File: config.mk
export PLATFORM = sky130hd
export DESIGN_NAME = ising_metropolis_spin_update_top
export DESIGN_NICKNAME = d
export VERILOG_FILES = /design/src/rtl/core/ims_pkg.sv /design/src/rtl/core/ims_lattice_mem.sv /design/src/rtl/core/ims_core.sv /design/src/rtl/core/ising_metropolis_spin_update_top.sv
export VERILOG_INCLUDE_DIRS = /design/src /design/src/rtl/core
export SDC_FILE = /design/constraint.sdc
export NUM_CORES = 2
export LEC_CHECK = 0
export CORE_UTILIZATION = 30
export CTS_BUF_LIST = sky130_fd_sc_hd__clkbuf_16
export DETAILED_ROUTE_END_ITERATION = 6
export DONT_BUFFER_PORTS = 1
export HOLD_SLACK_MARGIN = 0.15
export PLACE_DENSITY = 0.45
export SETUP_SLACK_MARGIN = 0.4
export SYNTH_ARGS = -nofsm -noshare
export SYNTH_HDL_FRONTEND = slang
export SYNTH_SLANG_ARGS = --single-unit
File: constraint.sdc
create_clock -name aclk -period 10.5 [get_ports aclk]
set_input_delay 2.1 -clock aclk [delete_from_list [all_inputs] [get_ports aclk]]
set_output_delay 2.1 -clock aclk [all_outputs]
set_load 0.02 [all_outputs]
File: src/rtl/core/ising_metropolis_spin_update_top_assert.svh
// Assertion macros for the spin update block.
`ifndef ISING_METROPOLIS_SPIN_UPDATE_TOP_ASSERT_SVH
`define ISING_METROPOLIS_SPIN_UPDATE_TOP_ASSERT_SVH

// Same-cycle implication, checked out of reset.
`define IMS_ASSERT_IMPLIES(lbl, clk, rstn, ante, cons, msg) \
    lbl: assert property (@(posedge clk) disable iff (!rstn) (ante) |-> (cons)) \
        else $error(msg);

// Next-cycle implication, checked out of reset.
`define IMS_ASSERT_NEXT(lbl, clk, rstn, ante, cons, msg) \
    lbl: assert property (@(posedge clk) disable iff (!rstn) (ante) |=> (cons)) \
        else $error(msg);

`endif

File: src/rtl/core/ims_pkg.sv
package ims_pkg;

    localparam int SIDE   = 32;
    localparam int SITES  = SIDE * SIDE;
    localparam int ADDR_W = $clog2(SIDE);

    localparam int SITE_W = 5;
    localparam int DRAW_W = 16;
    localparam int LIM_W  = 17;
    localparam int EN_W   = 14;
    localparam int MG_W   = 12;

    // totals after a clear
    localparam logic [EN_W-1:0] EN_RESET = EN_W'(-(4 * SITES));
    localparam logic [MG_W-1:0] MG_RESET = MG_W'(SITES);

    // energy step per flip is 2*dE = 8*n_same - 16
    localparam int DE_BASE    = -8;
    localparam int EN_FLIP_OFS = -2 * DE_BASE;

    // item kinds (tuser)
    localparam logic MODE_CLEAR  = 1'b0;
    localparam logic MODE_UPDATE = 1'b1;

    // config register indexes
    localparam int   CFG_IDX_W = 1;
    localparam logic [CFG_IDX_W-1:0] CFG_LIM_DE4 = 1'b0;
    localparam logic [CFG_IDX_W-1:0] CFG_LIM_DE8 = 1'b1;

    typedef struct packed {
        logic [5:0]        pad;
        logic [DRAW_W-1:0] random_draw;
        logic [SITE_W-1:0] site_col;
        logic [SITE_W-1:0] site_row;
    } in_word_t;

    typedef struct packed {
        logic [2:0]             pad;
        logic                   rejected;
        logic signed [MG_W-1:0] magnet_total;
        logic signed [EN_W-1:0] energy_total;
        logic                   spin_now;
        logic                   flipped;
    } out_word_t;

    typedef struct packed {
        logic              rd_en;
        logic [ADDR_W-1:0] rd_addr_a;
        logic [ADDR_W-1:0] rd_addr_b;
        logic              wr_en;
        logic [ADDR_W-1:0] wr_addr;
        logic [SIDE-1:0]   wr_data;
        logic              clr;
    } mem_req_t;

endpackage

File: src/rtl/core/ims_lattice_mem.sv
module ims_lattice_mem (
    input  logic                           aclk,
    input  logic                           aresetn,
    input  ims_pkg::mem_req_t              mem_req,
    output logic [ims_pkg::SIDE-1:0]       rd_data_a,
    output logic [ims_pkg::SIDE-1:0]       rd_data_b
);
    import ims_pkg::*;

    // one row of spins per entry, bit = column
    logic [SIDE-1:0] row_mem [SIDE];
    logic [SIDE-1:0] row_vld_reg;
    logic [SIDE-1:0] data_a_reg;
    logic [SIDE-1:0] data_b_reg;
    logic            vld_a_reg;
    logic            vld_b_reg;

    always_ff @(posedge aclk) begin
        if (mem_req.rd_en) begin
            data_a_reg <= row_mem[mem_req.rd_addr_a];
            data_b_reg <= row_mem[mem_req.rd_addr_b];
            vld_a_reg  <= row_vld_reg[mem_req.rd_addr_a];
            vld_b_reg  <= row_vld_reg[mem_req.rd_addr_b];
        end
        if (mem_req.wr_en) begin
            row_mem[mem_req.wr_addr] <= mem_req.wr_data;
        end
    end

    // a row never written since the last clear reads as all +1
    always_ff @(posedge aclk) begin
        if (!aresetn) begin
            row_vld_reg <= '0;
        end else if (mem_req.clr) begin
            row_vld_reg <= '0;
        end else if (mem_req.wr_en) begin
            row_vld_reg[mem_req.wr_addr] <= 1'b1;
        end
    end

    assign rd_data_a = vld_a_reg ? data_a_reg : '1;
    assign rd_data_b = vld_b_reg ? data_b_reg : '1;

endmodule

File: src/rtl/core/ims_core.sv
module ims_core (
    input  logic                              aclk,
    input  logic                              aresetn,
    input  logic                              in_valid,
    output logic                              in_ready,
    input  ims_pkg::in_word_t                 in_word,
    input  logic                              in_mode,
    input  logic                              cfg_we,
    input  logic [ims_pkg::CFG_IDX_W-1:0]     cfg_index,
    input  logic [ims_pkg::LIM_W-1:0]         cfg_wdata,
    output logic                              out_valid,
    input  logic                              out_ready,
    output ims_pkg::out_word_t                out_word,
    output ims_pkg::mem_req_t                 mem_req,
    input  logic [ims_pkg::SIDE-1:0]          rd_data_a,
    input  logic [ims_pkg::SIDE-1:0]          rd_data_b
);
    import ims_pkg::*;

    localparam logic [1:0] ST_IDLE = 2'd0;
    localparam logic [1:0] ST_CTR  = 2'd1;
    localparam logic [1:0] ST_EVAL = 2'd2;
    localparam logic [1:0] ST_OUT  = 2'd3;

    logic [1:0]        state_reg, state_next;
    logic [ADDR_W-1:0] row_reg, row_next;
    logic [ADDR_W-1:0] col_reg, col_next;
    logic [DRAW_W-1:0] draw_reg, draw_next;
    logic              up_bit_reg, up_bit_next;
    logic              dn_bit_reg, dn_bit_next;
    logic [EN_W-1:0]   en_reg, en_next;
    logic [MG_W-1:0]   mg_reg, mg_next;
    logic              res_flip_reg, res_flip_next;
    logic              res_spin_reg, res_spin_next;
    logic              res_rej_reg, res_rej_next;
    logic              out_valid_reg, out_valid_next;
    out_word_t         out_word_reg, out_word_next;
    logic [LIM_W-1:0]  lim4_reg;
    logic [LIM_W-1:0]  lim8_reg;

    logic [ADDR_W-1:0] in_row, in_col, up_addr, dn_addr;
    logic              out_of_range;
    logic [ADDR_W-1:0] lf_col, rt_col;
    logic              spin_s;
    logic [3:0]        same_vec;
    logic [2:0]        n_same;
    logic              accept;

    assign in_row  = ADDR_W'(in_word.site_row);
    assign in_col  = ADDR_W'(in_word.site_col);
    assign out_of_range = (32'(in_word.site_row) >= SIDE) || (32'(in_word.site_col) >= SIDE);
    assign up_addr = (in_row == '0) ? ADDR_W'(SIDE - 1) : in_row - ADDR_W'(1);
    assign dn_addr = (in_row == ADDR_W'(SIDE - 1)) ? '0 : in_row + ADDR_W'(1);

    // EVAL: center row is on port a
    assign lf_col   = (col_reg == '0) ? ADDR_W'(SIDE - 1) : col_reg - ADDR_W'(1);
    assign rt_col   = (col_reg == ADDR_W'(SIDE - 1)) ? '0 : col_reg + ADDR_W'(1);
    assign spin_s   = rd_data_a[col_reg];
    assign same_vec = ~({up_bit_reg, dn_bit_reg, rd_data_a[lf_col], rd_data_a[rt_col]}
                        ^ {4{spin_s}});
    assign n_same   = 3'($countones(same_vec));
    // dE = 4*n_same - 8
    assign accept   = (n_same <= 3'd2)
                   || ((n_same == 3'd3) && ({1'b0, draw_reg} <= lim4_reg))
                   || ((n_same == 3'd4) && ({1'b0, draw_reg} <= lim8_reg));

    always_comb begin
        state_next     = state_reg;
        row_next       = row_reg;
        col_next       = col_reg;
        draw_next      = draw_reg;
        up_bit_next    = up_bit_reg;
        dn_bit_next    = dn_bit_reg;
        en_next        = en_reg;
        mg_next        = mg_reg;
        res_flip_next  = res_flip_reg;
        res_spin_next  = res_spin_reg;
        res_rej_next   = res_rej_reg;
        out_word_next  = out_word_reg;
        out_valid_next = out_valid_reg && !out_ready;
        mem_req        = '0;

        unique case (state_reg)
            ST_IDLE: begin
                if (in_valid) begin
                    row_next  = in_row;
                    col_next  = in_col;
                    draw_next = in_word.random_draw;
                    if (in_mode == MODE_CLEAR) begin
                        mem_req.clr   = 1'b1;
                        en_next       = EN_RESET;
                        mg_next       = MG_RESET;
                        res_flip_next = 1'b0;
                        res_spin_next = 1'b1;
                        res_rej_next  = 1'b0;
                        state_next    = ST_OUT;
                    end else if (out_of_range) begin
                        res_flip_next = 1'b0;
                        res_spin_next = 1'b0;
                        res_rej_next  = 1'b1;
                        state_next    = ST_OUT;
                    end else begin
                        mem_req.rd_en     = 1'b1;
                        mem_req.rd_addr_a = up_addr;
                        mem_req.rd_addr_b = dn_addr;
                        state_next        = ST_CTR;
                    end
                end
            end
            ST_CTR: begin
                up_bit_next       = rd_data_a[col_reg];
                dn_bit_next       = rd_data_b[col_reg];
                mem_req.rd_en     = 1'b1;
                mem_req.rd_addr_a = row_reg;
                mem_req.rd_addr_b = row_reg;
                state_next        = ST_EVAL;
            end
            ST_EVAL: begin
                if (accept) begin
                    mem_req.wr_en   = 1'b1;
                    mem_req.wr_addr = row_reg;
                    mem_req.wr_data = rd_data_a ^ (SIDE'(1) << col_reg);
                    en_next = en_reg + EN_W'({n_same, 3'b000}) - EN_W'(EN_FLIP_OFS);
                    mg_next = spin_s ? mg_reg - MG_W'(2) : mg_reg + MG_W'(2);
                end
                res_flip_next = accept;
                res_spin_next = spin_s ^ accept;
                res_rej_next  = 1'b0;
                state_next    = ST_OUT;
            end
            ST_OUT: begin
                if (!out_valid_reg || out_ready) begin
                    out_valid_next             = 1'b1;
                    out_word_next.pad          = '0;
                    out_word_next.flipped      = res_flip_reg;
                    out_word_next.spin_now     = res_spin_reg;
                    out_word_next.energy_total = en_reg;
                    out_word_next.magnet_total = mg_reg;
                    out_word_next.rejected     = res_rej_reg;
                    state_next                 = ST_IDLE;
                end
            end
        endcase
    end

    always_ff @(posedge aclk) begin
        if (!aresetn) begin
            state_reg     <= ST_IDLE;
            out_valid_reg <= 1'b0;
            en_reg        <= EN_RESET;
            mg_reg        <= MG_RESET;
            lim4_reg      <= '0;
            lim8_reg      <= '0;
        end else begin
            state_reg     <= state_next;
            out_valid_reg <= out_valid_next;
            en_reg        <= en_next;
            mg_reg        <= mg_next;
            if (cfg_we) begin
                unique case (cfg_index)
                    CFG_LIM_DE4: lim4_reg <= cfg_wdata;
                    CFG_LIM_DE8: lim8_reg <= cfg_wdata;
                endcase
            end
        end
    end

    always_ff @(posedge aclk) begin
        row_reg      <= row_next;
        col_reg      <= col_next;
        draw_reg     <= draw_next;
        up_bit_reg   <= up_bit_next;
        dn_bit_reg   <= dn_bit_next;
        res_flip_reg <= res_flip_next;
        res_spin_reg <= res_spin_next;
        res_rej_reg  <= res_rej_next;
        out_word_reg <= out_word_next;
    end

    assign in_ready  = (state_reg == ST_IDLE);
    assign out_valid = out_valid_reg;
    assign out_word  = out_word_reg;

endmodule

File: src/rtl/core/ising_metropolis_spin_update_top.sv
// Channel   Dir  Handshake          Payload
// s_        in   s_tvalid/s_tready  s_tdata: row, col, draw; s_tuser: mode
// m_        out  m_tvalid/m_tready  m_tdata: flipped, spin, energy, magnet, rejected
// cfg_      in   cfg_we             cfg_index, cfg_wdata (no read-back)
//
// Sequence: an update word holds the block while it issues the neighbor row reads,
//   reads the center row, evaluates and writes back, and loads the output. A clear
//   or a rejected site goes straight to loading the output. The spin RAM's
//   registered read sets this sequence.
// One word is in work at a time, so a following word never reads a stale row.
// Reset: synchronous, active low. Row valid flags clear at once; no clearing pass.
// Stalls: the result sits in an output register; a full output register holds
//   the next result in the last stage and keeps s_tready low.
module ising_metropolis_spin_update_top (
    input  logic                            aclk,
    input  logic                            aresetn,
    input  logic                            s_tvalid,
    output logic                            s_tready,
    input  logic [31:0]                     s_tdata,  // [4:0] site_row, [9:5] site_col,
                                                      // [25:10] random_draw, zero pad
    input  logic                            s_tuser,  // [0] mode (0 clear, 1 update)
    output logic                            m_tvalid,
    input  logic                            m_tready,
    output logic [31:0]                     m_tdata,  // [0] flipped, [1] spin_now,
                                                      // [15:2] energy_total,
                                                      // [27:16] magnet_total,
                                                      // [28] rejected, zero pad
    input  logic                            cfg_we,
    input  logic [ims_pkg::CFG_IDX_W-1:0]   cfg_index,
    input  logic [ims_pkg::LIM_W-1:0]       cfg_wdata
);
    import ims_pkg::*;

    in_word_t        s_word;
    out_word_t       m_word;
    mem_req_t        mem_req;
    logic [SIDE-1:0] rd_data_a;
    logic [SIDE-1:0] rd_data_b;

    assign s_word  = in_word_t'(s_tdata);
    assign m_tdata = 32'(m_word);

    // control: sequencing, acceptance test, running totals, output register
    ims_core u_core (
        .aclk      (aclk),
        .aresetn   (aresetn),
        .in_valid  (s_tvalid),
        .in_ready  (s_tready),
        .in_word   (s_word),
        .in_mode   (s_tuser),
        .cfg_we    (cfg_we),
        .cfg_index (cfg_index),
        .cfg_wdata (cfg_wdata),
        .out_valid (m_tvalid),
        .out_ready (m_tready),
        .out_word  (m_word),
        .mem_req   (mem_req),
        .rd_data_a (rd_data_a),
        .rd_data_b (rd_data_b)
    );

    // spin lattice, one row per word, two read ports
    ims_lattice_mem u_mem (
        .aclk      (aclk),
        .aresetn   (aresetn),
        .mem_req   (mem_req),
        .rd_data_a (rd_data_a),
        .rd_data_b (rd_data_b)
    );

`include "ising_metropolis_spin_update_top_assert.svh"

    // one word in work at a time
`IMS_ASSERT_NEXT(a_one_in_flight, aclk, aresetn, s_tvalid && s_tready,
    !s_tready, "word accepted while busy")
    // a rejected site never reports a flip or a spin
`IMS_ASSERT_IMPLIES(a_rej_clean, aclk, aresetn, m_tvalid && m_word.rejected,
    !m_word.flipped && !m_word.spin_now, "rejected result with flip or spin set")
    // energy total moves in steps of 8 from a multiple of 4
`IMS_ASSERT_IMPLIES(a_energy_align, aclk, aresetn, m_tvalid,
    m_word.energy_total[1:0] == 2'b00, "energy total misaligned")
    // magnetization keeps the parity of the site count
`IMS_ASSERT_IMPLIES(a_magnet_parity, aclk, aresetn, m_tvalid,
    m_word.magnet_total[0] == MG_RESET[0], "magnetization parity broken")

endmodule
### After elaboration in Yosys (flattened, before gate mapping)

Memory sizes are Yosys's and may differ from the RTL's. A register that Yosys moved wholly into a read port is not among the register bits.
Index checks and enable logic that the tools add are counted.

* bits in registers: 157
* RAM bits: 1024
* input port bits: 56
* memories: 1

* add/sub/neg operators: 11
* order comparisons: 10
* eq/ne operators: 11
* shift-type cells: 1
* muxes and demuxes: 52
* bitwise operators: 7
* reduce and logical (&&, ||, !) cells: 21

Memory list
* u_mem.row_mem: depth 32, bits a word 32, read ports 2, clocked after memory_dff 2, write ports 1, line ims_lattice_mem.sv:11 `logic [SIDE-1:0] row_mem [SIDE];`

Operators by type and width (count)
* 38-bit two-way mux: 2
* 32-bit two-way mux: 2
* 12-bit two-way mux: 4
* 14-bit two-way mux: 3
* 5-bit by 6-bit less-than comparator with 1-bit output, second input constant: 6
* 16-bit by 17-bit less-or-equal comparator with 1-bit output: 2
* 32-bit bitwise OR: 1
* 1-bit by 5-bit << shifter with 32-bit output, first input constant: 1
* 32-bit bitwise XOR: 1
* 1-bit binary-select mux with 5-bit select: 6
* 14-bit one-hot mux with 2 select lines: 1
* 12-bit one-hot mux with 2 select lines: 1
* 11-bit two-way mux: 2
* 11-bit one-hot mux with 2 select lines: 1
* 5-bit two-way mux: 4
* 1-bit two-way mux: 18
* 14-bit by 6-bit adder with 14-bit output: 1
* 14-bit by 5-bit subtractor with 14-bit output, second input constant: 1
* 12-bit by 2-bit adder with 12-bit output, second input constant: 1
* 12-bit by 2-bit subtractor with 12-bit output, second input constant: 1
* 5-bit by 1-bit adder with 5-bit output, second input constant: 2
* 5-bit equality test, second input constant: 2
* 5-bit zero test: 2
* 2-bit AND reduction: 5
* 27 further kinds: 43

### Longest topological paths before layout

* depth in word-level cells: 19
* mapped depth: 27
* mapped depth without buffers: 24

### By module

Synthesis repeated with hierarchy kept, for this count alone.

* cell total of the unflattened synthesis: 4557
* area, all modules: 60765.8 um^2

Modules (own cells, without submodules)
* ims_lattice_mem: times used 1, cells an instance 3669, area each 52718.1 um^2
* ims_core: times used 1, cells an instance 888, area each 8047.7 um^2

### Worst setup path after synthesis

Ideal clock, no wire load.

* path type: register to register
* start point: register u_core.col_reg[0]
* end point: memory u_mem.row_mem[10][0], enable pin
* library setup time: 0.505 ns
* arrival time: 7.990 ns
* slack: 2.005 ns
* stages on the path, launching flop included: 20
* buffers on the path: 3
* clock period less this slack: 8.495 ns
* cells stage by stage: edfxtp_1 > buf_4 > buf_2 > inv_1 > ha_1 > or4b_4 > nand2_2 > mux4_1 > mux2_2 > o22ai_2 > o32a_1 > nand2_2 > xor2_1 > ha_1 > fa_1 > o21ai_0 > o21a_1 > nand3_1 > clkbuf_1 > nor4_1

* longest elaborated chain between the ends: 16

RTL lines
* start, declared: line ims_core.sv:27 `logic [ADDR_W-1:0] col_reg, col_next;`
* start signal, assigned: line ims_core.sv:170 `col_reg <= col_next;`
* 5-bit by 1-bit adder with 5-bit output, or another cell as far along: line ims_core.sv:57 `assign rt_col = (col_reg == ADDR_W'(SIDE - 1)) ? '0 : col_reg + ADDR_W'(1);`
* 5-bit two-way mux (on tied branches): line ims_core.sv:57, ims_core.sv:56
* 1-bit binary-select mux with 5-bit select: line ims_core.sv:59 `assign same_vec = ~({up_bit_reg, dn_bit_reg, rd_data_a[lf_col], rd_data_a[rt_col]}`
* 1-bit two-way mux (not written as such): line ims_core.sv:59
* 4-bit bitwise XOR (*): line ims_core.sv:60 `^ {4{spin_s}});`
* 4-bit inverter (*): line ims_core.sv:59
* 1-bit by 1-bit adder with 2-bit output (not written as such): line ims_core.sv:61 `assign n_same = 3'($countones(same_vec));`
* 3-bit adder (not written as such) (*): line ims_core.sv:61
* branches (longest 3 deep; another with 3-bit by 2-bit less-or-equal comparator with 1-bit output)
* 1-bit logical OR (*): line ims_core.sv:65 `|| ((n_same == 3'd4) && ({1'b0, draw_reg} <= lim8_reg));`
* 38-bit two-way mux (*): line ims_core.sv:119 `if (accept) begin`
* 38-bit two-way mux (*): line ims_core.sv:83 `unique case (state_reg)`
* 1-bit two-way mux: line ims_lattice_mem.sv:25 `if (mem_req.wr_en) begin`
* 1-bit two-way mux (not written as such): line ims_lattice_mem.sv:26 `row_mem[mem_req.wr_addr] <= mem_req.wr_data;`
* end, declared: line ims_lattice_mem.sv:11

Mark *: on every way between the ends. The select of a mux whose other input is x is not followed.

### Worst setup path after layout

* start point: register u_core.col_reg[0]
* end point: memory u_mem.row_mem[26][26], enable pin

The elaborated chain is that of the path after synthesis.

==> flow_summary.toml <==
[clock_tree]
cts_inserted_buffers = 151
clk_pin_slew_ns = 0.05
post_cts_buffers = 0
cts_sinks = 1235
clock_latency_ns = 0.80
clock_path_buffers = 3
cts_tree = "done"
post_cts_resized = 0
cts_htree_levels = 4
clockRootBuffer = "clkbuf_16"
cts_hold_buf = 0

[setup_path]
critPathLaunchType = "flip-flop"
worstPathArrival_ns = 8.33
r2r_slack_ns = 2.57
worstPathMaxFanout = 23
worst-setup-path-type = "reg2reg"
cp-end-kind = "flip-flop"
cp.required_ns = 10.91

[global_routing]
grt_overflow = 0
antenna_found_initial = 5
grt_pass1_vias = 46500
grt_start_max_net_pins = 161
grt_usage = 0.217
grt_pass1_wl_um = 329000

[sta]
hold_viol_final = 0
drv_slew = 0
finalSetupViolations = 0
worstMarginPinSlew_ns = 1.34
min_period_over_period = 0.755
fin_crit_ns = 7.93
fmax_ghz = 0.126
rsz0062_at_grt = "false"
layout_setup_ws_ns = 2.57
maxSlewHeadroom = 0.106
fin_setup_tns_ns = 0
skew_ns = 0.0395

[status]
status = "finished clean"

[power_and_ir_drop]
p_per_area_nw_per_um2 = 273
vdd_ir_drop_max_mv = 0.173
p_leak_uw = 0.0244

[run]
cap_viol_max_count = 0

[logic_synthesis]
ys_seq_area_frac = 0.587
synthCells = 6046
synth_edf_count = 1144
post_synth.cell_area_avg_um2 = 10.2
yosys_register_bits = 1235
async_flop_share = 0
synth_ff_type = "edfxtp_1"
synth_cell_types = 65
netlist_area_um2 = 61700
synth_warnings = 0

[die]
core_um2 = 204000
dieWidth_um = 455
die_h_um = 455
io_pins = 90
die-area_um2 = 207000
num_rows = 166
start_util = 0.302

[final_layout]
syn2layout_area_growth_pct = 12.8
drive_above_1_share = 0.0790
regMostFlops = "u_mem.row_mem"
final_common_cell = "nand2_1"
largest_reg_flops = 1024
nets = 5958
fill_cells = 20400
layout_common_cells = "nand2_1 (1970), edfxtp_1 (1144), nand3_1 (546)"

[placed_design]
dp_slack_ns = 2.56
port_buffers = 0
gp_congestion = 0.817
dp_hpwl_um = 121000

[detailed_routing]
vias_per_cell = 5.68
vias = 49100
drt_wl_total_um = 230000
drt-pass1-iter-count = 6
ant_nets = 0
drt_iter0_markers = 5655
drcViolationCount = 0
wl_per_cell_um = 26.7

[hold_path]
min_path_type = "reg2reg"
## report_power, final
| group | internal (uW) | total [uW] | switching, uW |
|---|---|---|---|
| registers | 6400 | 6640 | 235 |
| logic | 2120 | 7240 | 5120 |
| clock network | 3000 | 5100 | 2090 |
## worst max-delay path, cell delays in order (launching register included)
cell      delay [ns]
edfxtp_1        0.62
buf_4           0.33
inv_1           0.14
ha_1            0.33
or4b_4          0.53
nand2_2         0.24
mux4_1          0.59
mux2_2          0.28
o22ai_1         0.20
o32a_1          0.21
nand2_2         0.14
xor2_1          0.19
ha_1            0.21
fa_1            0.57
o21ai_0         0.24
o21a_1          0.26
nand3_4         0.44
or3_1           0.72
nor2_4          0.57
buf_4           0.64
## cells by family after synthesis
| family | after synthesis | synth area share |
|---|---|---|
| compound gates | 1041 | 0.127 |
| xor+xnor | 58 | 0.00824 |
| other cells | 1 | 0.0000608 |
| flops | 1235 | 0.587 |
| simple gates | 3007 | 0.211 |
| fa+ha+maj | 70 | 0.0146 |
| buf+inv | 588 | 0.0382 |
| mux | 46 | 0.0151 |
## metal layers
layer  global-route usage  part of all wire  vias up
li1                     -                 -    21800
met1                0.301              0.44    24500
met2                0.339              0.45     2364
met4               0.0726             0.031        2
met5                    0          0.000030        -
met3               0.0387             0.084      418
## path summary, 6_finish.rpt
kind                                     startpoint                    end  cells after the start
worst max register to register    u_core.col_reg[0]  u_mem.row_mem[26][26]                     19
worst min-delay path            u_core.res_spin_reg     u_core.out_word[1]                      0
worst min register to register  u_core.res_spin_reg     u_core.out_word[1]                      0
worst max-delay path              u_core.col_reg[0]  u_mem.row_mem[26][26]                     19
## synth_stat cells (4+ instances only)
master / n / area share
nand2_1: 1974 / 0.12
edfxtp_1: 1144 / 0.56
nand3_1: 547 / 0.044
clkbuf_1: 400 / 0.024
a311oi_1: 396 / 0.056
and3_1: 270 / 0.027
a211oi_1: 199 / 0.024
a21oi_1: 133 / 0.011
a31oi_1: 132 / 0.013
dfxtp_1: 91 / 0.030
a21o_1: 78 / 0.0095
nor2_1: 78 / 0.0047
buf_2: 72 / 0.0058
ha_1: 67 / 0.014
inv_1: 62 / 0.0038
xnor2_1: 51 / 0.0072
buf_1: 40 / 0.0024
mux4_2: 32 / 0.012
o21a_1: 32 / 0.0039
nor3_1: 29 / 0.0024
o21ai_0: 26 / 0.0021
nand2b_1: 25 / 0.0025
nor2b_1: 25 / 0.0025
nor4_1: 16 / 0.0016
nand4_1: 15 / 0.0015
buf_4: 11 / 0.0013
a32o_1: 10 / 0.0016
xor2_1: 7 / 0.00099
and2_1: 6 / 0.00061
mux2i_1: 6 / 0.00097
or2_2: 6 / 0.00061
a22o_1: 4 / 0.00057
mux2_2: 4 / 0.00073
mux4_1: 4 / 0.0017
o31ai_1: 4 / 0.00049
or3_1: 4 / 0.00041
## stage by stage
stage | utilization | hold WS (ns) | std cells | total power, uW | area, um2
after detailed placement | 0.317 | 0.410 | 8367 | 13900 | 64700
after global routing | 0.340 | 0.432 | 8636 | 19800 | 69500
after global placement | 0.317 | 0.405 | 8367 | 13900 | 64700
final | 0.340 | 0.420 | 8642 | 19000 | 69500
after CTS | 0.340 | 0.423 | 8636 | 19100 | 69500
after floorplan | - | 0.400 | 6053 | 11200 | 61700
## final cells by class
type	instances	area (um2)	area share
timing repair buffer	151	1400	0.0201
multi-input combinational	4230	23500	0.339
clock buffer	157	3930	0.0565
sequential	1235	36200	0.520
tap	2688	3360	0.0484
inverter	63	236	0.00340
antenna	6	15.0	0.000216
clock inverter	112	868	0.0125
Note: power is estimated with default switching activity, not from simulation.
